**src/hw/rtl/mexp_pkg.sv**
```systemverilog
`timescale 1ns / 1ps

package mexp_pkg;

    // operand and field widths
    localparam int WORD_W = 32;
    localparam int EXP_W  = 63;

    // apb address width, one 32-bit register at byte address 0
    localparam int ADDR_W = 2;

    // register map
    localparam logic [ADDR_W-1:0] REG_MODULUS_ADDR = ADDR_W'(0);

    // modulus after reset
    localparam logic [WORD_W-1:0] MODULUS_RESET = WORD_W'(1000000007);

    // request to the shared modular multiplier
    typedef struct packed {
        logic              start;
        logic [WORD_W-1:0] a;
        logic [WORD_W-1:0] b;
    } t_mul_req;

    // response from the shared modular multiplier
    typedef struct packed {
        logic              done;
        logic [WORD_W-1:0] prod;
    } t_mul_rsp;

endpackage

```
**src/hw/rtl/mexp_apb_regs.sv**
```systemverilog
`timescale 1ns / 1ps

module mexp_apb_regs (
    input  logic                                i_clk,
    input  logic                                i_rst_n,
    input  logic                                psel,
    input  logic                                penable,
    input  logic                                pwrite,
    input  logic [mexp_pkg::ADDR_W-1:0]         paddr,
    input  logic [mexp_pkg::WORD_W-1:0]         pwdata,
    output logic [mexp_pkg::WORD_W-1:0]         prdata,
    output logic                                pready,
    output logic [mexp_pkg::WORD_W-1:0]         o_modulus
);

    logic [mexp_pkg::WORD_W-1:0] r_modulus;
    logic                        w_wr;

    // write beat completes in the access phase
    assign pready = 1'b1;
    assign w_wr   = psel && penable && pwrite && pready;

    // modulus register, byte offset bits ignored on write
    always_ff @(posedge i_clk) begin
        if (!i_rst_n) begin
            r_modulus <= mexp_pkg::MODULUS_RESET;
        end else if (w_wr) begin
            r_modulus <= pwdata;
        end
    end

    // read mux
    always_comb begin
        if (paddr == mexp_pkg::REG_MODULUS_ADDR) begin
            prdata = r_modulus;
        end else begin
            prdata = '0;
        end
    end

    assign o_modulus = r_modulus;

endmodule

```
**src/hw/rtl/mexp_modmul.sv**
```systemverilog
`timescale 1ns / 1ps

module mexp_modmul (
    input  logic                        i_clk,
    input  logic                        i_rst_n,
    input  logic [mexp_pkg::WORD_W-1:0] i_modulus,
    input  mexp_pkg::t_mul_req          i_req,
    output mexp_pkg::t_mul_rsp          o_rsp
);

    localparam int W     = mexp_pkg::WORD_W;
    localparam int CNT_W = $clog2(W);

    logic [W-1:0]     r_a;
    logic [W-1:0]     r_b;
    logic [W-1:0]     r_r;
    logic [CNT_W-1:0] r_cnt;
    logic             r_busy;
    logic             r_done;

    logic [W+1:0]     w_t;
    logic [W+2:0]     w_d1;
    logic [W+2:0]     w_d2;
    logic [W-1:0]     w_step;

    // one interleaved step: r = (2r + bit*a) mod m, with r < m and a < m so t < 3m
    assign w_t  = {1'b0, r_r, 1'b0} + (r_b[W-1] ? {2'b00, r_a} : {(W+2){1'b0}});
    assign w_d1 = {1'b0, w_t} - {3'b000, i_modulus};
    assign w_d2 = {1'b0, w_t} - {2'b00, i_modulus, 1'b0};

    always_comb begin
        priority if (!w_d2[W+2]) begin
            w_step = w_d2[W-1:0];
        end else if (!w_d1[W+2]) begin
            w_step = w_d1[W-1:0];
        end else begin
            w_step = w_t[W-1:0];
        end
    end

    // control
    always_ff @(posedge i_clk) begin
        if (!i_rst_n) begin
            r_busy <= 1'b0;
            r_done <= 1'b0;
            r_cnt  <= '0;
        end else begin
            r_done <= 1'b0;
            if (i_req.start) begin
                r_busy <= 1'b1;
                r_cnt  <= CNT_W'(W - 1);
            end else if (r_busy) begin
                r_cnt <= r_cnt - CNT_W'(1);
                if (r_cnt == '0) begin
                    r_busy <= 1'b0;
                    r_done <= 1'b1;
                end
            end
        end
    end

    // operands and partial remainder, multiplier bits taken msb first
    always_ff @(posedge i_clk) begin
        if (i_req.start) begin
            r_a <= i_req.a;
            r_b <= i_req.b;
            r_r <= '0;
        end else if (r_busy) begin
            r_b <= {r_b[W-2:0], 1'b0};
            r_r <= w_step;
        end
    end

    assign o_rsp.done = r_done;
    assign o_rsp.prod = r_r;

endmodule

```
**src/hw/rtl/modular_exponentiation.sv**
```systemverilog
`timescale 1ns / 1ps

// Computes base^exponent mod modulus by right-to-left square-and-multiply. Raise start
// for one cycle while busy is low; the result appears on o_power_result with o_done high
// for exactly one cycle and must be captured then, as the block cannot be stalled. All
// arithmetic goes through one shared shift-add modular multiplier: one product reduces
// the base, then each exponent bit up to the highest set one costs a squaring, plus a
// multiply for every set bit (the final squaring is skipped). Busy is already low in the
// result cycle, so the next start can be taken at that same edge. With a modulus below 2
// the result is 0 and its beat comes in the cycle after the start beat.
// The modulus register sits at byte address 0 and must only be written while busy is low.
module modular_exponentiation (
    input  logic                                i_clk,
    input  logic                                i_rst_n,
    input  logic                                start,
    output logic                                busy,
    input  logic [mexp_pkg::WORD_W-1:0]         i_base_value,
    input  logic [mexp_pkg::EXP_W-1:0]          i_exponent_value,
    output logic                                o_done,
    output logic [mexp_pkg::WORD_W-1:0]         o_power_result,
    input  logic                                psel,
    input  logic                                penable,
    input  logic                                pwrite,
    input  logic [mexp_pkg::ADDR_W-1:0]         paddr,
    input  logic [mexp_pkg::WORD_W-1:0]         pwdata,
    output logic [mexp_pkg::WORD_W-1:0]         prdata,
    output logic                                pready
);

    localparam int W  = mexp_pkg::WORD_W;
    localparam int EW = mexp_pkg::EXP_W;

    typedef enum logic [3:0] {
        S_IDLE   = 4'b0001,
        S_REDUCE = 4'b0010,
        S_MUL    = 4'b0100,
        S_SQR    = 4'b1000
    } t_state;

    t_state              r_state, n_state;
    logic [W-1:0]        r_acc, n_acc;
    logic [W-1:0]        r_sq, n_sq;
    logic [EW-1:0]       r_exp, n_exp;
    logic [W-1:0]        r_result, n_result;
    logic                r_done, n_done;
    logic                r_mul_start, n_mul_start;
    logic [EW-1:0]       w_exp_shr;

    logic [W-1:0]        w_modulus;
    mexp_pkg::t_mul_req  w_req;
    mexp_pkg::t_mul_rsp  w_rsp;

    // configuration register
    mexp_apb_regs u_regs (
        .i_clk     (i_clk),
        .i_rst_n   (i_rst_n),
        .psel      (psel),
        .penable   (penable),
        .pwrite    (pwrite),
        .paddr     (paddr),
        .pwdata    (pwdata),
        .prdata    (prdata),
        .pready    (pready),
        .o_modulus (w_modulus)
    );

    // shared modular multiplier
    mexp_modmul u_modmul (
        .i_clk     (i_clk),
        .i_rst_n   (i_rst_n),
        .i_modulus (w_modulus),
        .i_req     (w_req),
        .o_rsp     (w_rsp)
    );

    // operand select for the multiplier
    always_comb begin
        w_req.start = r_mul_start;
        unique case (r_state)
            S_REDUCE: begin
                w_req.a = W'(1);
                w_req.b = r_sq;
            end
            S_MUL: begin
                w_req.a = r_acc;
                w_req.b = r_sq;
            end
            default: begin
                w_req.a = r_sq;
                w_req.b = r_sq;
            end
        endcase
    end

    assign w_exp_shr = r_exp >> 1;

    // sequencer
    always_comb begin
        n_state     = r_state;
        n_acc       = r_acc;
        n_sq        = r_sq;
        n_exp       = r_exp;
        n_result    = r_result;
        n_done      = 1'b0;
        n_mul_start = 1'b0;
        unique case (r_state)
            S_IDLE: begin
                if (start) begin
                    if (w_modulus < W'(2)) begin
                        n_done   = 1'b1;
                        n_result = '0;
                    end else begin
                        n_sq        = i_base_value;
                        n_exp       = i_exponent_value;
                        n_acc       = W'(1);
                        n_state     = S_REDUCE;
                        n_mul_start = 1'b1;
                    end
                end
            end
            S_REDUCE: begin
                if (w_rsp.done) begin
                    n_sq = w_rsp.prod;
                    priority if (r_exp == '0) begin
                        n_done   = 1'b1;
                        n_result = r_acc;
                        n_state  = S_IDLE;
                    end else if (r_exp[0]) begin
                        n_state     = S_MUL;
                        n_mul_start = 1'b1;
                    end else begin
                        n_state     = S_SQR;
                        n_mul_start = 1'b1;
                    end
                end
            end
            S_MUL: begin
                if (w_rsp.done) begin
                    n_acc = w_rsp.prod;
                    // last set bit: the trailing square is not needed
                    if (w_exp_shr == '0) begin
                        n_done   = 1'b1;
                        n_result = w_rsp.prod;
                        n_state  = S_IDLE;
                    end else begin
                        n_state     = S_SQR;
                        n_mul_start = 1'b1;
                    end
                end
            end
            S_SQR: begin
                if (w_rsp.done) begin
                    n_sq  = w_rsp.prod;
                    n_exp = w_exp_shr;
                    priority if (w_exp_shr == '0) begin
                        n_done   = 1'b1;
                        n_result = r_acc;
                        n_state  = S_IDLE;
                    end else if (w_exp_shr[0]) begin
                        n_state     = S_MUL;
                        n_mul_start = 1'b1;
                    end else begin
                        n_state     = S_SQR;
                        n_mul_start = 1'b1;
                    end
                end
            end
            default: begin
                n_state = S_IDLE;
            end
        endcase
    end

    // control registers
    always_ff @(posedge i_clk) begin
        if (!i_rst_n) begin
            r_state     <= S_IDLE;
            r_done      <= 1'b0;
            r_mul_start <= 1'b0;
        end else begin
            r_state     <= n_state;
            r_done      <= n_done;
            r_mul_start <= n_mul_start;
        end
    end

    // datapath registers
    always_ff @(posedge i_clk) begin
        r_acc    <= n_acc;
        r_sq     <= n_sq;
        r_exp    <= n_exp;
        r_result <= n_result;
    end

    assign busy           = (r_state != S_IDLE);
    assign o_done         = r_done;
    assign o_power_result = r_result;

    // result beat is only issued on the way back to idle or, for a modulus below 2, from idle
    a_done_idle: assert property (@(posedge i_clk) disable iff (!i_rst_n)
        o_done |-> !busy)
        else $error("result beat while busy");

    // multiplier only answers while an item is in flight
    a_rsp_in_flight: assert property (@(posedge i_clk) disable iff (!i_rst_n)
        w_rsp.done |-> busy)
        else $error("multiplier response while idle");

    // an accepted item either starts work or answers at once
    a_accept: assert property (@(posedge i_clk) disable iff (!i_rst_n)
        (start && !busy) |=> (busy || o_done))
        else $error("accepted item dropped");

    // multiplier is never started while idle
    a_start_busy: assert property (@(posedge i_clk) disable iff (!i_rst_n)
        r_mul_start |-> busy)
        else $error("multiplier started while idle");

endmodule

```
**config.mk**
```make
export PLATFORM = sky130hd
export DESIGN_NAME = modular_exponentiation
export DESIGN_NICKNAME = d
export VERILOG_FILES = /design/src/hw/rtl/mexp_pkg.sv /design/src/hw/rtl/mexp_apb_regs.sv /design/src/hw/rtl/mexp_modmul.sv /design/src/hw/rtl/modular_exponentiation.sv
export SDC_FILE = /design/constraint.sdc
export NUM_CORES = 1
export LEC_CHECK = 0
export BUFFER_PORTS_ARGS = -buffer_cell sky130_fd_sc_hd__buf_2
export CORE_UTILIZATION = 40
export DETAILED_ROUTE_END_ITERATION = 6
export PLACE_DENSITY = 0.56
export SLEW_MARGIN = 15
export SYNTH_ARGS = -nofsm -noshare
export SYNTH_HDL_FRONTEND = slang
export SYNTH_SLANG_ARGS = --single-unit
export TNS_END_PERCENT = 50
```
**constraint.sdc**
```tcl
create_clock -name i_clk -period 20.9 [get_ports i_clk]
set_input_delay 1.045 -clock i_clk [delete_from_list [all_inputs] [get_ports i_clk]]
set_output_delay 1.045 -clock i_clk [all_outputs]
set_load 0.05 [all_outputs]
```
==> results of run 1 <==
-- path summary, 6_finish.rpt --
kind | start | end | slack, ns
worst max register to register | u_modmul.r_b[31] | u_modmul.r_r[22] | 14.08
worst min-delay path | u_regs.o_modulus[18] | u_regs.o_modulus[18] | 0.48
worst min register to register | u_regs.o_modulus[18] | u_regs.o_modulus[18] | 0.48
worst max-delay path | u_modmul.r_b[31] | u_modmul.r_r[22] | 14.08
-- layout by cell type (no fill, tap or decap), drive strengths merged, types with 9 or more instances in the layout --
master / Yosys / routed
a21boi: 23 / 23
mux2i: 16 / 16
o21ai: 60 / 60
nand3: 37 / 37
nor2: 81 / 81
ha: 97 / 97
clkinv: 0 / 12
xor2: 29 / 29
nor4: 26 / 26
o21a: 25 / 25
a21o: 71 / 71
dfxtp: 77 / 77
mux2: 33 / 33
nor2b: 15 / 15
o211ai: 26 / 26
edfxtp: 223 / 223
and3: 16 / 16
xnor2: 45 / 45
nand2b: 19 / 19
a211oi: 19 / 19
buf: 13 / 215
nand2: 393 / 393
a211o: 12 / 12
o22ai: 9 / 9
and2: 69 / 69
nand4: 19 / 19
clkbuf: 80 / 46
inv: 69 / 70
a21oi: 86 / 86
a22o: 34 / 34
nor3: 73 / 73
a31oi: 16 / 16
o21bai: 10 / 10
-- worst min-delay path, delay by kind of cell (launching register included) --
family          cells  cell delay (ns)
flops               1             0.32
compound gates      1             0.06
simple gates        1             0.05
-- cell families after synthesis --
kind of cell | after synthesis | share of synthesized area, %
XOR/XNOR | 74 | 3.569
adder cells (fa/ha/maj) | 100 | 6.935
AO/OA/AOI/OAI | 472 | 18.20
buffers and inverters | 162 | 3.379
multiplexers | 49 | 2.895
flip-flops | 300 | 44.85
other | 1 | 0.02042
AND/OR/NAND/NOR | 791 | 20.15
-- cell type report --
type                       instances  share of cell area [%]
clock inverter                    15                  0.5539
multi-input combinational       1487                   45.49
inverter                          69                   1.233
antenna                            1                 0.01191
clock buffer                      46                   4.610
tap                              600                   3.574
timing repair buffer             215                   5.301
sequential                       300                   39.23
-- power by group --
group	internal [mW]	total, mW	leakage [nW]	switching [mW]
clock	0.340	0.590	0.533	0.250
sequential	0.769	0.853	2.76	0.0836
combinational	0.569	1.52	5.85	0.955
total	1.68	2.97	9.14	1.29
-- flip-flops by register name, indices dropped and copies added (netlist names) --
signal and cells:
u_modmul.r_busy 1, u_modmul.r_done 1, o_power_result 32, r_state 4, o_done 1, u_modmul.r_b 32, u_regs.o_modulus 32, r_sq 32
r_acc 32, r_exp 63, r_mul_start 1, u_modmul.r_r 32, u_modmul.r_a 32, u_modmul.r_cnt 5
-- per-stage QoR --
stage | setup slack [ns] | std cells | area (sq um)
after detailed placement | 13.91 | 2671 | 19920
after global routing | 13.62 | 2733 | 21010
after CTS | 13.89 | 2732 | 21000
after floorplan | 13.80 | 1949 | 18370
final | 14.08 | 2733 | 21010
after global placement | 14.13 | 2671 | 19920
-- layer usage --
layer | up-vias | share of wire [%]
met5 | - | 0.034
met1 | 7386 | 44
met3 | 104 | 4.6
li1 | 7454 | -
met2 | 341 | 49
met4 | 4 | 3.2
==> flow_summary_export.csv, run 1 <==
group,metric,value,unit
hold_path,hp-class,"reg -> reg",
global_routing,grtUsageMet1,28.76,%
logic_synthesis,synth.avg_cell_area,9.424,sq um
logic_synthesis,synth.area.top_cells,"edfxtp_1 (36%), dfxtp_1 (8.4%), nand2_1 (8.0%)",
worst_setup_path,crit_chain,"and2_1 > ha_1 > a21o_1 > o32ai_1 > a2111o_1 > a21oi_1 > o311ai_1 > nand2b_1 > a221oi_1 > xnor2_1 > ha_1 > a21oi_1 > nor2b_1 > o21a_1 > o31ai_1 > a21oi_1 > a31oi_1 > nand3_2 > mux2_2 > o221a_2",
die,placementRows,78,
clock_tree,cts_buffers,36,
logic_synthesis,syn_area,18370,sq um
global_routing,use_met3,3.635,%
clock_tree,path_clk_slew,0.06,ns
die,core_area,45380,sq um
logic_synthesis,yosysUniqueCellTypes,82,
die,io_pins,202,
logic_synthesis,yosysMostFrequentCell,"nand2_1",
worst_setup_path,crit_fanout,32,
timing,finalSetupViolCount,0,
clock_tree,clock-sinks,300,
logic_synthesis,yosys.area.top_type,"edfxtp_1",
cells_and_area,syn2layout_area_growth,14.37,%
die,die_h,216.3,um
flow_run,maxCapViolations,0,
timing,max_clock_freq,146.6,MHz
worst_setup_path,crit_path_end_kind,"flip-flop",
clock_tree,postCtsSetupBuffers,0,
die,initial_utilization,40.47,%
die,dieArea,46780,sq um
worst_setup_path,crit_arrival,7.25,ns
detailed_routing,routed_wl,53690,um
pwr,p_per_area,141.3,nW/um^2
placement,numPortBuffers,200,
worst_setup_path,crit_required,21.33,ns
outcome,status,"complete, no violations",
worst_setup_path,cp_common_cell,"a21oi_1",
placement,gp_congestion,0.9487,
timing,slew_violations,0,
clock_tree,clockBufferDepth,3,
logic_synthesis,synth.top_cell.area_share,36.46,%
worst_setup_path,critPathMaxStageDelay,0.82,ns
worst_setup_path,path_buf_inv,0,
timing,setup_tns,0,ns
logic_synthesis,syn-num-nets,2184,
global_routing,busiest_layer,"met2",
detailed_routing,routedWlPerCell,19.64,um
worst_setup_path,startpoint_type,"flip-flop",
pwr,total_power,2.968,mW
logic_synthesis,synthArstFlopShare,0,%
pwr,peakVddDrop,0.07388,mV
worst_setup_path,cp.depth,20,
timing,finClkSkew,0.02086,ns
detailed_routing,ant_nets,0,
placement,dpl.hpwl,40120,um
worst_setup_path,crit_slowest_cell,"edfxtp_1",
timing,hold_violations,0,
timing,rsz0062_at_grt,"no",
detailed_routing,firstDrtPassIters,5,
logic_synthesis,yosys-top-cells-count,"nand2_1 (393), edfxtp_1 (223), ha_1 (97)",
clock_tree,postCtsHoldBufs,0,
global_routing,antenna_found_initial,3,
global_routing,grt_overflow_total,0,
timing,hold_ws,0.4838,ns
timing,period_share,32.63,%
timing,worst_pin_slew,1.022,ns
logic_synthesis,synth_cells,1949,
pwr,power.leakage,9.141,nW
timing,period_needed,6.821,ns
worst_setup_path,crit_family,"compound AO/OA/AOI/OAI gates",
clock_tree,htree_levels,2,
clock_tree,clock-root-buffer,"clkbuf_16",
cells_and_area,seqCellArea,8242,sq um
global_routing,grt_pass1_vias,14750,
global_routing,grt_usage,22.54,%
worst_setup_path,criticalPathCategory,"reg -> reg",
detailed_routing,dr.first_iter.drc_count,1054,
logic_synthesis,ys.flop_type,"edfxtp_1",
logic_synthesis,ys_seq_area_share,44.85,%
detailed_routing,via_per_inst,5.594,
cells_and_area,n_fill_cell,4428,
global_routing,grt_max_degree,68,
cells_and_area,layout.nets,2344,
global_routing,gr-usage-met2,38.33,%
detailed_routing,num_vias,15290,
global_routing,grt_pass1_wl,82410,um
die,die_w,216.3,um
cells_and_area,utilization,46.29,%
timing,slew_headroom,30.92,%
logic_synthesis,yosys_warnings,0,
worst_setup_path,reg2reg_depth,20,
logic_synthesis,ys_ff_latch,300,
clock_tree,clkLatencyLatePin,0.54,ns
clock_tree,cts_tree,"built",
clock_tree,cts_resized,0,
hold_path,hold-path-cell-count,2,
cells_and_area,multi_input_area,9555,sq um
detailed_routing,drc_errors,0,
logic_synthesis,synth_edf_count,223,
cells_and_area,drive_above_1_share,15.62,%
Note: power is estimated with default switching activity, not from simulation.
==> run 2, diff against run 1 <==
--- a/config.mk
+++ b/config.mk
@@ -5,10 +5,11 @@
 export SDC_FILE = /design/constraint.sdc
 export NUM_CORES = 1
 export LEC_CHECK = 0
+export ABC_AREA = 1
 export BUFFER_PORTS_ARGS = -buffer_cell sky130_fd_sc_hd__buf_2
 export CORE_UTILIZATION = 40
 export DETAILED_ROUTE_END_ITERATION = 6
-export PLACE_DENSITY = 0.56
+export PLACE_DENSITY = 0.58
 export SLEW_MARGIN = 15
 export SYNTH_ARGS = -nofsm -noshare
 export SYNTH_HDL_FRONTEND = slang
==> constraint.sdc (replaced) <==
create_clock -name i_clk -period 5.5 [get_ports i_clk]
set_input_delay 0.275 -clock i_clk [delete_from_list [all_inputs] [get_ports i_clk]]
set_output_delay 0.275 -clock i_clk [all_outputs]
set_load 0.05 [all_outputs]
==> flow_summary_export.csv, run 2 <==
group,metric,value,unit
worst_setup_path,r2r_end,"u_modmul.r_r[12]",
worst_setup_path,crit_fanout,21,
worst_setup_path,crit_arrival,5.56,ns
die,initial_utilization,40.51,%
worst_setup_path,crit_slowest_cell,"edfxtp_1",
logic_synthesis,synth_edf_count,223,
clock_tree,path_clk_slew,0.06,ns
logic_synthesis,synth.top_cell.area_share,34.69,%
logic_synthesis,yosysMostFrequentCell,"nand2_1",
hold_path,min_to,"r_sq[22]",
logic_synthesis,ys_seq_area_share,42.68,%
pwr,power_switching,5.269,mW
logic_synthesis,synth.area.top_cells,"edfxtp_1 (35%), nand2_1 (14%), dfxtp_1 (8.0%)",
pwr,power.leakage,10.99,nW
logic_synthesis,synth_cells,2549,
die,io_pins,202,
timing,period_share,93.30,%
pwr,p_per_area,496.9,nW/um^2
detailed_routing,routed_wl,59490,um
hold_path,min-delay-start,"i_base_value[22]",
logic_synthesis,yosys_warnings,0,
pwr,pwr-share-seq,26.0,%
worst_setup_path,critPathMaxStageDelay,0.58,ns
logic_synthesis,synth.avg_cell_area,7.573,sq um
pwr,internal-power,6.128,mW
cells_and_area,layout.nets,3045,
die,placementRows,80,
timing,period_needed,5.132,ns
die,core_area,47650,sq um
pwr,peakVddDrop,0.2141,mV
placement,placed_cell_area,20900,sq um
worst_setup_path,startpoint_type,"flip-flop",
global_routing,antenna_found_initial,1,
timing,finalSetupViolCount,0,
global_routing,grt_overflow_total,0,
clock_tree,postCtsSetupBuffers,0,
clock_tree,htree_levels,2,
placement,gp_congestion,0.9934,
detailed_routing,routedWlPerCell,17.23,um
timing,max_clock_freq,194.9,MHz
logic_synthesis,ys_ff_latch,300,
logic_synthesis,syn_area,19300,sq um
worst_setup_path,crit_required,5.93,ns
placement,numPortBuffers,200,
worst_setup_path,cp_common_cell,"nand2_1",
hold_path,hp-class,"in -> reg",
clock_tree,cts_buffers,36,
cells_and_area,largest_reg_flops,63,
global_routing,grt_pass1_vias,17310,
detailed_routing,drc_errors,0,
worst_setup_path,crit_path_end_kind,"flip-flop",
global_routing,grt_max_degree,86,
timing,slew_violations,0,
cells_and_area,final_common_cell,"nand2_1",
global_routing,grt_pass1_wl,93380,um
cells_and_area,drive_above_1_share,11.74,%
placement,dpl.hpwl,45500,um
logic_synthesis,synthArstFlopShare,0,%
logic_synthesis,syn-num-nets,2784,
die,die_h,221.7,um
cells_and_area,top_register,"r_exp",
pwr,clkPwrFrac,20.9,%
die,dieArea,49140,sq um
detailed_routing,num_vias,17900,
logic_synthesis,yosys-top-cells-count,"nand2_1 (702), inv_1 (375), edfxtp_1 (223)",
cells_and_area,postLayoutCellArea,22940,sq um
worst_setup_path,reg2reg_depth,29,
logic_synthesis,ys.flop_type,"edfxtp_1",
pwr,swShare,46.23,%
detailed_routing,ant_nets,0,
cells_and_area,multi_input_area,9296,sq um
cells_and_area,n_fill_cell,4734,
worst_setup_path,criticalPathCategory,"reg -> reg",
logic_synthesis,yosysUniqueCellTypes,50,
detailed_routing,via_per_inst,5.184,
flow_run,maxCapViolations,0,
detailed_routing,dr.first_iter.drc_count,1412,
global_routing,grt_usage,24.05,%
hold_path,hold-path-cell-count,3,
outcome,status,"complete, no violations",
timing,hold_violations,0,
pwr,comb_power_share,53.1,%
worst_setup_path,reg2reg_from,"u_modmul.r_b[31]",
clock_tree,clock-sinks,300,
logic_synthesis,yosys.area.top_type,"edfxtp_1",
cells_and_area,layout_common_cells,"nand2_1 (702), inv_1 (375), edfxtp_1 (223), nor2_1 (204), buf_2 (200)",
worst_setup_path,reg2reg_setup_slack,0.37,ns
cells_and_area,syn2layout_area_growth,18.82,%
die,die_w,221.7,um
timing,worst_pin_slew,1.113,ns
timing,rsz0062_at_grt,"no",
timing,finClkSkew,0.02046,ns
clock_tree,clock-root-buffer,"clkbuf_16",
detailed_routing,firstDrtPassIters,6,
clock_tree,clkLatencyLatePin,0.56,ns
clock_tree,clockBufferDepth,3,
cells_and_area,seqCellArea,8239,sq um
timing,setup_tns,0,ns
timing,slew_headroom,25.56,%
clock_tree,cts_tree,"built",
==> run 2: power by group through the flow <==
| stage | Combinational [mW] | Sequential [mW] | Clock [mW] |
|---|---|---|---|
| 2_1_floorplan | 4.34 | 2.90 | 0 |
| 3_3_place_gp | 5.93 | 3.01 | 0 |
| 3_5_place_dp | 5.93 | 3.01 | 0 |
| 4_1_cts | 6.01 | 2.97 | 2.45 |
| 5_1_grt | 6.72 | 2.99 | 2.53 |
| 6_report | 6.05 | 2.96 | 2.38 |
==> run 2: cell families (layout without fill, tap and decap cells) <==
group	count (synthesis)	in the layout	share of synthesized area, %
AND/OR/NAND/NOR	1160	1160	25.29
buffers and inverters	465	753	9.411
AO/OA/AOI/OAI	456	456	12.96
adder cells (fa/ha/maj)	100	100	6.598
XOR/XNOR	67	67	3.040
other	1	2	0.01943
flip-flops	300	300	42.68
==> run 2: through the flow <==
step                total power [mW]  worst slack, ns  util [%]  hold WS (ns)  std cells
floorplan                      7.238            1.346         -        0.4010       2549
global placement               8.947           0.3780     43.87        0.4669       3300
detailed placement             8.947           0.3389     43.87        0.4863       3300
CTS                            11.43           0.3179     48.13     0.0004783       3452
global route                   12.23         0.002200     48.14      0.002367       3453
finish                         11.40           0.3683     48.14       0.01783       3453
==> run 2: worst max-delay path: cells and delay by family (launching register included) <==
family | cells | cell delay, ns
simple gates | 18 | 1.92
flops | 1 | 0.58
fa+ha+maj | 2 | 0.75
xor+xnor | 1 | 0.44
compound gates | 3 | 0.44
buf+inv | 5 | 0.85
==> run 2: how the worst max path moves through the flow <==
stage | startpoint | to | cells past startpoint
after detailed placement | u_modmul.r_b[31] | u_modmul.r_r[12] | 27
after global placement | u_modmul.r_b[31] | u_modmul.r_r[12] | 27
after global routing | u_modmul.r_b[31] | u_modmul.r_r[12] | 28
after CTS | u_modmul.r_b[31] | u_modmul.r_r[12] | 27
after floorplan | r_state[3] | r_sq[0] | 7
final | u_modmul.r_b[31] | u_modmul.r_r[12] | 29
==> run 2: cell type report <==
class / instances / area share, %
well taps: 615 / 3.355
inverters: 380 / 6.224
flip-flops and latches: 300 / 35.92
clock inverters: 20 / 0.8291
clock buffers: 45 / 4.211
diodes: 1 / 0.01091
repair buffers: 308 / 8.919
multi-input cells: 1784 / 40.53
==> run 2: what timing repair did <==
item                                    CTS  global route
endpoints found under the setup margin    0            17
hold buffers                             87             0
resized for setup                         0             2
endpoints found under the hold margin    87             0
==> run 2: per-layer routing <==
layer	wire, um	up-vias	global-route usage [%]
met5	0	-	0
met2	28360	497	40.28
met4	1697	0	7.863
met3	3182	98	3.989
li1	-	8921	-
met1	26250	8386	31.51
